$ cat src/design/can_j1939_frame_deframer_top_assert.svh
// Assertion macros for the deframer RTL.
// Depends on nothing; included by cjd_queue, which carries concurrent checks.
`ifndef CAN_J1939_FRAME_DEFRAMER_TOP_ASSERT_SVH
`define CAN_J1939_FRAME_DEFRAMER_TOP_ASSERT_SVH

// Same-cycle implication, disabled while reset is asserted.
`define CJD_ASSERT_IMP(lbl, clk, rst_n, ante, cons) \
    lbl: assert property (@(posedge clk) disable iff (!rst_n) (ante) |-> (cons)) \
        else $error("cjd assertion failed");

// Next-cycle implication, disabled while reset is asserted.
`define CJD_ASSERT_NXT(lbl, clk, rst_n, ante, cons) \
    lbl: assert property (@(posedge clk) disable iff (!rst_n) (ante) |=> (cons)) \
        else $error("cjd assertion failed");

`endif

$ cat src/design/cjd_pkg.sv
// Package for the J1939 frame deframer: constants, entry kinds, queue entry.
// No dependencies; imported by every deframer module.
`default_nettype none
package cjd_pkg;

    localparam int          MAX_DATA_BYTES   = 8;
    localparam int          QUEUE_DEPTH_DEF  = 4;
    localparam logic [8:0]  HDR_BYTES        = 9'd5;
    localparam logic [8:0]  LAST_ID_POS      = 9'd4;
    localparam logic [7:0]  PDU2_FIRST_PF    = 8'd240;

    // What a byte is within its frame
    typedef enum logic [1:0] {
        K_LEN  = 2'd0,
        K_ID   = 2'd1,
        K_DATA = 2'd2
    } t_kind;

    // Classified byte handed from front to back
    typedef struct packed {
        logic [7:0] data_byte;
        t_kind      kind;
        logic [2:0] sub;   // id byte or data byte index
        logic       keep;  // data byte lands in the payload
        logic       last;  // byte closes the frame
    } t_entry;

endpackage
`default_nettype wire

$ cat src/design/cjd_front.sv
// Front end: tracks frame position and classifies each accepted byte.
// Depends on cjd_pkg.
`default_nettype none
module cjd_front (
    input  wire logic          i_clk,
    input  wire logic          i_rst_n,
    input  wire logic          i_accept,
    input  wire logic [7:0]    i_byte_in,
    output cjd_pkg::t_entry    o_entry
);
    import cjd_pkg::*;

    logic [8:0] r_pos, n_pos;
    logic [7:0] r_len, n_len;
    logic [8:0] idx;

    // Classify the byte at the current position
    always_comb begin
        idx             = r_pos - HDR_BYTES;
        n_pos           = r_pos;
        n_len           = r_len;
        o_entry.data_byte = i_byte_in;
        o_entry.kind    = K_LEN;
        o_entry.sub     = '0;
        o_entry.keep    = 1'b0;
        o_entry.last    = 1'b0;
        if (r_pos == '0) begin
            n_len = i_byte_in;
            n_pos = 9'd1;
        end else if (r_pos < HDR_BYTES) begin
            o_entry.kind = K_ID;
            o_entry.sub  = r_pos[2:0] - 3'd1;
            o_entry.last = (r_pos == LAST_ID_POS) && (r_len == '0);
            n_pos        = o_entry.last ? '0 : r_pos + 9'd1;
        end else begin
            o_entry.kind = K_DATA;
            o_entry.sub  = idx[2:0];
            o_entry.keep = idx < 9'(MAX_DATA_BYTES);
            o_entry.last = ({1'b0, idx} + 10'd1) >= {2'b00, r_len};
            n_pos        = o_entry.last ? '0 : r_pos + 9'd1;
        end
    end

    // Position state advances per accepted transaction
    always_ff @(posedge i_clk) begin
        if (!i_rst_n) begin
            r_pos <= '0;
            r_len <= '0;
        end else if (i_accept) begin
            r_pos <= n_pos;
            r_len <= n_len;
        end
    end

endmodule
`default_nettype wire

$ cat src/design/cjd_queue.sv
// Small register queue between front and back ends.
// Depends on cjd_pkg and the assertion macro header.
`default_nettype none
`include "can_j1939_frame_deframer_top_assert.svh"
module cjd_queue #(
    parameter int DEPTH = cjd_pkg::QUEUE_DEPTH_DEF
) (
    input  wire logic          i_clk,
    input  wire logic          i_rst_n,
    input  wire logic          i_push,
    input  wire cjd_pkg::t_entry i_data,
    output logic               o_full,
    output logic               o_nonempty,
    input  wire logic          i_pop,
    output cjd_pkg::t_entry    o_data
);
    import cjd_pkg::*;

    localparam int PTR_W = (DEPTH > 1) ? $clog2(DEPTH) : 1;
    localparam int CNT_W = $clog2(DEPTH + 1);

    t_entry             r_mem [DEPTH];
    logic [PTR_W-1:0]   r_wr, r_rd;
    logic [CNT_W-1:0]   r_count;

    assign o_full     = r_count == CNT_W'(DEPTH);
    assign o_nonempty = r_count != '0;
    assign o_data     = r_mem[r_rd];

    // Storage write
    always_ff @(posedge i_clk) begin
        if (i_push) begin
            r_mem[r_wr] <= i_data;
        end
    end

    // Pointers and fill count
    always_ff @(posedge i_clk) begin
        if (!i_rst_n) begin
            r_wr    <= '0;
            r_rd    <= '0;
            r_count <= '0;
        end else begin
            if (i_push) begin
                r_wr <= (r_wr == PTR_W'(DEPTH - 1)) ? '0 : r_wr + PTR_W'(1);
            end
            if (i_pop) begin
                r_rd <= (r_rd == PTR_W'(DEPTH - 1)) ? '0 : r_rd + PTR_W'(1);
            end
            if (i_push && !i_pop) begin
                r_count <= r_count + CNT_W'(1);
            end else if (!i_push && i_pop) begin
                r_count <= r_count - CNT_W'(1);
            end
        end
    end

    `CJD_ASSERT_IMP(a_count_bound, i_clk, i_rst_n, 1'b1, r_count <= CNT_W'(DEPTH))
    `CJD_ASSERT_IMP(a_no_pop_empty, i_clk, i_rst_n, i_pop, o_nonempty)
    `CJD_ASSERT_IMP(a_no_push_full, i_clk, i_rst_n, i_push, !o_full)
    `CJD_ASSERT_NXT(a_count_up, i_clk, i_rst_n, i_push && !i_pop,
        r_count == $past(r_count) + CNT_W'(1))

endmodule
`default_nettype wire

$ cat src/design/cjd_back.sv
// Back end: assembles identifier and data, decodes the frame into the output register.
// Depends on cjd_pkg.
`default_nettype none
module cjd_back (
    input  wire logic          i_clk,
    input  wire logic          i_rst_n,
    input  wire logic          i_q_nonempty,
    input  wire cjd_pkg::t_entry i_q_data,
    output logic               o_q_pop,
    output logic               o_valid,
    input  wire logic          i_stall,
    output logic [7:0]         o_data_len,
    output logic [2:0]         o_priority_res,
    output logic [1:0]         o_edp_dp,
    output logic [7:0]         o_pdu_format,
    output logic [7:0]         o_pdu_specific,
    output logic [17:0]        o_group_number,
    output logic [7:0]         o_source_addr,
    output logic [63:0]        o_payload,
    output logic               o_oversize
);
    import cjd_pkg::*;

    logic [7:0]  r_len, n_len;
    logic [31:0] r_id, n_id;
    logic [63:0] r_dat, n_dat;
    logic        r_valid;
    logic        can_load, done;
    logic [17:0] pgn;

    // Pop unless a closing byte would hit a held result
    assign can_load = !r_valid || !i_stall;
    assign o_q_pop  = i_q_nonempty && (!i_q_data.last || can_load);
    assign done     = o_q_pop && i_q_data.last;
    assign o_valid  = r_valid;

    // Accumulate the popped byte
    always_comb begin
        n_len = r_len;
        n_id  = r_id;
        n_dat = r_dat;
        case (i_q_data.kind)
            K_LEN: begin
                n_len = i_q_data.data_byte;
                n_id  = '0;
                n_dat = '0;
            end
            K_ID: begin
                n_id[{i_q_data.sub[1:0], 3'b000} +: 8] = i_q_data.data_byte;
            end
            K_DATA: begin
                if (i_q_data.keep) begin
                    n_dat[{i_q_data.sub, 3'b000} +: 8] = i_q_data.data_byte;
                end
            end
            default: begin
                n_len = r_len;
            end
        endcase
    end

    // PGN with PS kept only for PDU2
    assign pgn = {n_id[25:16], (n_id[23:16] >= PDU2_FIRST_PF) ? n_id[15:8] : 8'h00};

    // Assembly registers
    always_ff @(posedge i_clk) begin
        if (o_q_pop) begin
            r_len <= n_len;
            r_id  <= n_id;
            r_dat <= n_dat;
        end
    end

    // Output register payload
    always_ff @(posedge i_clk) begin
        if (done) begin
            o_data_len     <= r_len;
            o_priority_res <= n_id[28:26];
            o_edp_dp       <= pgn[17:16];
            o_pdu_format   <= pgn[15:8];
            o_pdu_specific <= n_id[15:8];
            o_group_number <= pgn;
            o_source_addr  <= n_id[7:0];
            o_payload      <= n_dat;
            o_oversize     <= r_len > 8'(MAX_DATA_BYTES);
        end
    end

    // Output valid
    always_ff @(posedge i_clk) begin
        if (!i_rst_n) begin
            r_valid <= 1'b0;
        end else if (done) begin
            r_valid <= 1'b1;
        end else if (!i_stall) begin
            r_valid <= 1'b0;
        end
    end

endmodule
`default_nettype wire

$ cat src/design/can_j1939_frame_deframer_top.sv
// J1939 frame deframer: one byte per cycle in while o_stall is low, one decoded frame out per frame.
// Result is registered: the last byte is written to the queue, popped by the back end, then loads the output register.
// Throughput: 1 byte per cycle while the queue is not full, set by the front position counter and queue push.
// The queue absorbs output stalls; o_stall rises only when the queue is full.
// Reset (synchronous, active low) clears position, queue pointers and output valid.
// Depends on cjd_pkg, cjd_front, cjd_queue, cjd_back.
`default_nettype none
module can_j1939_frame_deframer_top #(
    parameter int QUEUE_DEPTH = cjd_pkg::QUEUE_DEPTH_DEF
) (
    input  wire logic          i_clk,
    input  wire logic          i_rst_n,
    input  wire logic          i_valid,
    output logic               o_stall,
    input  wire logic [7:0]    i_byte_in,
    output logic               o_valid,
    input  wire logic          i_stall,
    output logic [7:0]         o_data_len,
    output logic [2:0]         o_priority_res,
    output logic [1:0]         o_edp_dp,
    output logic [7:0]         o_pdu_format,
    output logic [7:0]         o_pdu_specific,
    output logic [17:0]        o_group_number,
    output logic [7:0]         o_source_addr,
    output logic [63:0]        o_payload,
    output logic               o_oversize
);
    import cjd_pkg::*;

    logic   accept, q_full, q_nonempty, q_pop;
    t_entry f_entry, q_entry;

    assign o_stall = q_full;
    assign accept  = i_valid && !q_full;

    cjd_front u_front (
        .i_clk     (i_clk),
        .i_rst_n   (i_rst_n),
        .i_accept  (accept),
        .i_byte_in (i_byte_in),
        .o_entry   (f_entry)
    );

    cjd_queue #(
        .DEPTH (QUEUE_DEPTH)
    ) u_queue (
        .i_clk      (i_clk),
        .i_rst_n    (i_rst_n),
        .i_push     (accept),
        .i_data     (f_entry),
        .o_full     (q_full),
        .o_nonempty (q_nonempty),
        .i_pop      (q_pop),
        .o_data     (q_entry)
    );

    cjd_back u_back (
        .i_clk          (i_clk),
        .i_rst_n        (i_rst_n),
        .i_q_nonempty   (q_nonempty),
        .i_q_data       (q_entry),
        .o_q_pop        (q_pop),
        .o_valid        (o_valid),
        .i_stall        (i_stall),
        .o_data_len     (o_data_len),
        .o_priority_res (o_priority_res),
        .o_edp_dp       (o_edp_dp),
        .o_pdu_format   (o_pdu_format),
        .o_pdu_specific (o_pdu_specific),
        .o_group_number (o_group_number),
        .o_source_addr  (o_source_addr),
        .o_payload      (o_payload),
        .o_oversize     (o_oversize)
    );

endmodule
`default_nettype wire

$ cat config.mk
export PLATFORM = sky130hd
export DESIGN_NAME = can_j1939_frame_deframer_top
export DESIGN_NICKNAME = d
export VERILOG_FILES = /design/src/design/cjd_pkg.sv /design/src/design/cjd_front.sv /design/src/design/cjd_queue.sv /design/src/design/cjd_back.sv /design/src/design/can_j1939_frame_deframer_top.sv
export VERILOG_INCLUDE_DIRS = /design/src /design/src/design
export SDC_FILE = /design/constraint.sdc
export NUM_CORES = 1
export LEC_CHECK = 0
export ABC_AREA = 1
export BUFFER_PORTS_ARGS = -buffer_cell sky130_fd_sc_hd__buf_2
export CAP_MARGIN = 0
export CORE_ASPECT_RATIO = 1.2
export CORE_UTILIZATION = 40
export CTS_CLUSTER_DIAMETER = 50
export DETAILED_ROUTE_END_ITERATION = 6
export GPL_ROUTABILITY_DRIVEN = 0
export HOLD_SLACK_MARGIN = 0.02
export PLACE_DENSITY = 0.67
export SYNTH_ARGS = -nofsm -noshare
export SYNTH_HDL_FRONTEND = slang
export SYNTH_SLANG_ARGS = --single-unit
$ cat constraint.sdc
create_clock -name i_clk -period 5.7 [get_ports i_clk]
set_input_delay 0 -clock i_clk [delete_from_list [all_inputs] [get_ports i_clk]]
set_output_delay 0 -clock i_clk [all_outputs]
set_load 0.1 [all_outputs]
==> results.toml <==
[sta]
whs_ns = 0.244
rsz0062_at_grt = "false"
worst_clock_skew_ns = 0.0235
hold_violations = 0
setup_viol = 0
timing.final.crit_share_pct = 63.8
fmaxAchievable_mhz = 275
tightest_slew_ns = 1.11
setup_tns_ns = 0
final_max_slew_viol_count = 0
relSlewSlack_pct = 25.3
period_needed_ns = 3.64

[place]
place_inst = 1547
hpwl_mm = 18.4
placed_area_um2 = 13800
port_buffers = 133

[worst_setup_path]
critical_path_arrival_ns = 3.98
slowest_delay_ns = 0.60
cp_max_fo = 25
path_cells = "inv_2 -> nand3_1 -> nand2_8 -> ha_1 -> ha_1 -> inv_1 -> nand3_1 -> nor3b_2 -> nand2_1 -> o21ai_0"
cp-end-kind = "flop"
cp.required_ns = 6.04
crit_path_start_kind = "flop"
critical_path_class = "reg -> reg"
worst_path_max_delay_cell = "inv_1"

[routing]
viasPerCell = 5.18
wl_mm = 27.2
first_iter_violations = 788
drt_pass1_iterations = 7
vias = 8367
drcViolationCount = 26
antenna_left = 0
wl_per_cell_um = 16.9

[cells_and_area]
area_growth_pct = 16.0
nNetsFinal = 1225
final_common_cell = "edfxtp_1"
fin_cells = 1614
antenna_cells = 0
design_area_um2 = 14900
mostFrequentLayoutCells = "edfxtp_1 (271), nand2_1 (164), buf_2 (133)"
drive_gt1_share_pct = 20.2

[logic_synthesis]
syn_nets = 1080
synth_area_leaders = "edfxtp_1 (63%), nand2_1 (4.8%), dfxtp_1 (4.2%), inv_1 (3.8%), o22ai_1 (2.7%)"
async_reset_ff_share_pct = 0
syn_area_per_cell_um2 = 12.3
yosysWarnings = 0
ys.flop_type = "edfxtp_1"
yosysTopAreaCell = "edfxtp_1"
seq_area_frac_synth_pct = 67.5
synth_cell_types = 54
synth-seq-cells = 298
synth_area_um2 = 12900
synthesis.instances = 1044
synth-edff-count = 271
yosysTopAreaCellShare_pct = 63.3

[clocking]
clockBufferDepth = 3
post_cts_resize_count = 0
clock-root-buffer = "clkbuf_16"
postCtsSetupRepairBufs = 0
htreeDepth = 1
tritoncts = "done"
worstSkewPairLatency_ns = 0.56
clock-sinks = 298
numCtsBuffers = 30
path_clk_slew_ns = 0.06

[global_route]
grt_usage_pct = 16.6
grt_pass1_vias = 8135
grt_pass1_wl_mm = 43.3
overflow = 0
antenna_found_initial = 0
grt_max_degree = 111

[min_path]
min_path_type = "in -> reg"

[outcome]
violations = "DRC"
status = "finished with violations"

[job]
max_cap_violations = 0

[die]
io_pins = 134
rows = 71
start_util_pct = 40.9
dieArea_um2 = 32900
die_h_um = 198
core-area_um2 = 31400
die_w_um = 166
-- Yosys cell counts, types with 6 or more instances --
| cell type | number |
|---|---|
| a21oi_4 | 6 |
| buf_4 | 13 |
| nand2_2 | 8 |
| ha_1 | 23 |
| nor2_2 | 8 |
| nor2_1 | 57 |
| xor2_1 | 9 |
| clkbuf_1 | 9 |
| o22ai_1 | 56 |
| o21ai_1 | 10 |
| a21oi_1 | 39 |
| dfxtp_1 | 27 |
| nand2_1 | 164 |
| o211ai_1 | 8 |
| edfxtp_1 | 271 |
| o21ai_0 | 53 |
| a32oi_2 | 6 |
| inv_1 | 131 |
| nand4_1 | 32 |
| buf_6 | 10 |
| a22oi_1 | 8 |
| nand3_1 | 29 |
-- critical path: cells and delay by family, from the launching register on --
family / cells / cell delay, ns
AOI/OAI and AO/OA: 1 / 0.32
DFF: 1 / 0.58
adders and majority gates: 2 / 0.46
buffers and inverters: 2 / 0.93
and+or+nand+nor: 5 / 1.13
-- flip-flops by register name, indices dropped and copies added, names as in the netlist, named ones only --
signal / count
u_back.o_data_len: 8
u_back.o_group_number: 18
u_back.o_oversize: 1
u_back.o_payload: 64
u_back.o_pdu_specific: 8
u_back.o_priority_res: 3
u_back.o_source_addr: 8
u_back.o_valid: 1
u_back.r_dat: 64
u_back.r_id: 29
u_back.r_len: 8
u_front.r_len: 8
u_front.r_pos: 9
u_queue.r_count: 3
u_queue.r_mem: 60
u_queue.r_rd: 2
u_queue.r_wr: 2
-- layout make-up --
cell class | instances | area, um2
Clock buffer | 43 | 830
Clock inverter | 13 | 161
Fill cell | 2761 | 16500
Inverter | 140 | 541
Multi-Input combinational cell | 568 | 3360
Sequential cell | 298 | 8680
Tap cell | 401 | 502
Timing Repair Buffer | 151 | 841
-- cell families (layout without fill, tap and decap cells) --
group | after synthesis | after routing | share of synthesized area (%)
xor+xnor | 14 | 14 | 0.954
flops | 298 | 298 | 67.5
fa+ha+maj | 24 | 24 | 2.39
compound gates | 201 | 201 | 10.2
buf+inv | 178 | 347 | 6.39
simple gates | 329 | 329 | 12.5
-- routing by layer --
layer | vias up | track usage, % | share of wire, %
li1 | 4031 | - | -
met1 | 4000 | 21.1 | 41
met2 | 289 | 29.0 | 50
met3 | 47 | 2.71 | 5.9
met4 | 0 | 5.68 | 2.9
met5 | - | 0 | 0
-- worst paths after layout --
path	from	endpoint	slack, ns	depth (start not counted)
worst max-delay path	flop	u_back.o_payload[37]$_DFFE_PP_	2.06	10
worst min-delay path	i_byte_in[2]	u_queue.r_mem[0][9]$_DFFE_PP_	0.24	2
worst max register to register	flop	u_back.o_payload[37]$_DFFE_PP_	2.06	10
worst min register to register	u_back.r_len[3]$_DFFE_PP_	u_back.o_data_len[3]$_DFFE_PP_	0.46	0
-- per-stage QoR --
step | utilization, % | worst slack, ns
6_report | 47.4 | 2.06
2_1_floorplan | - | 0.508
3_5_place_dp | 43.9 | 2.09
4_1_cts | 47.4 | 2.06
5_1_grt | 47.4 | 1.76
3_3_place_gp | 43.9 | 2.22
-- timing repair --
action                     4_1_cts  5_1_grt
hold endpoints to repair        52        0
setup endpoints to repair        0        0
hold buffers                    11        0
Power is not shown: default switching activity piles up to over one toggle a cycle in this logic, so the estimate is an artifact.
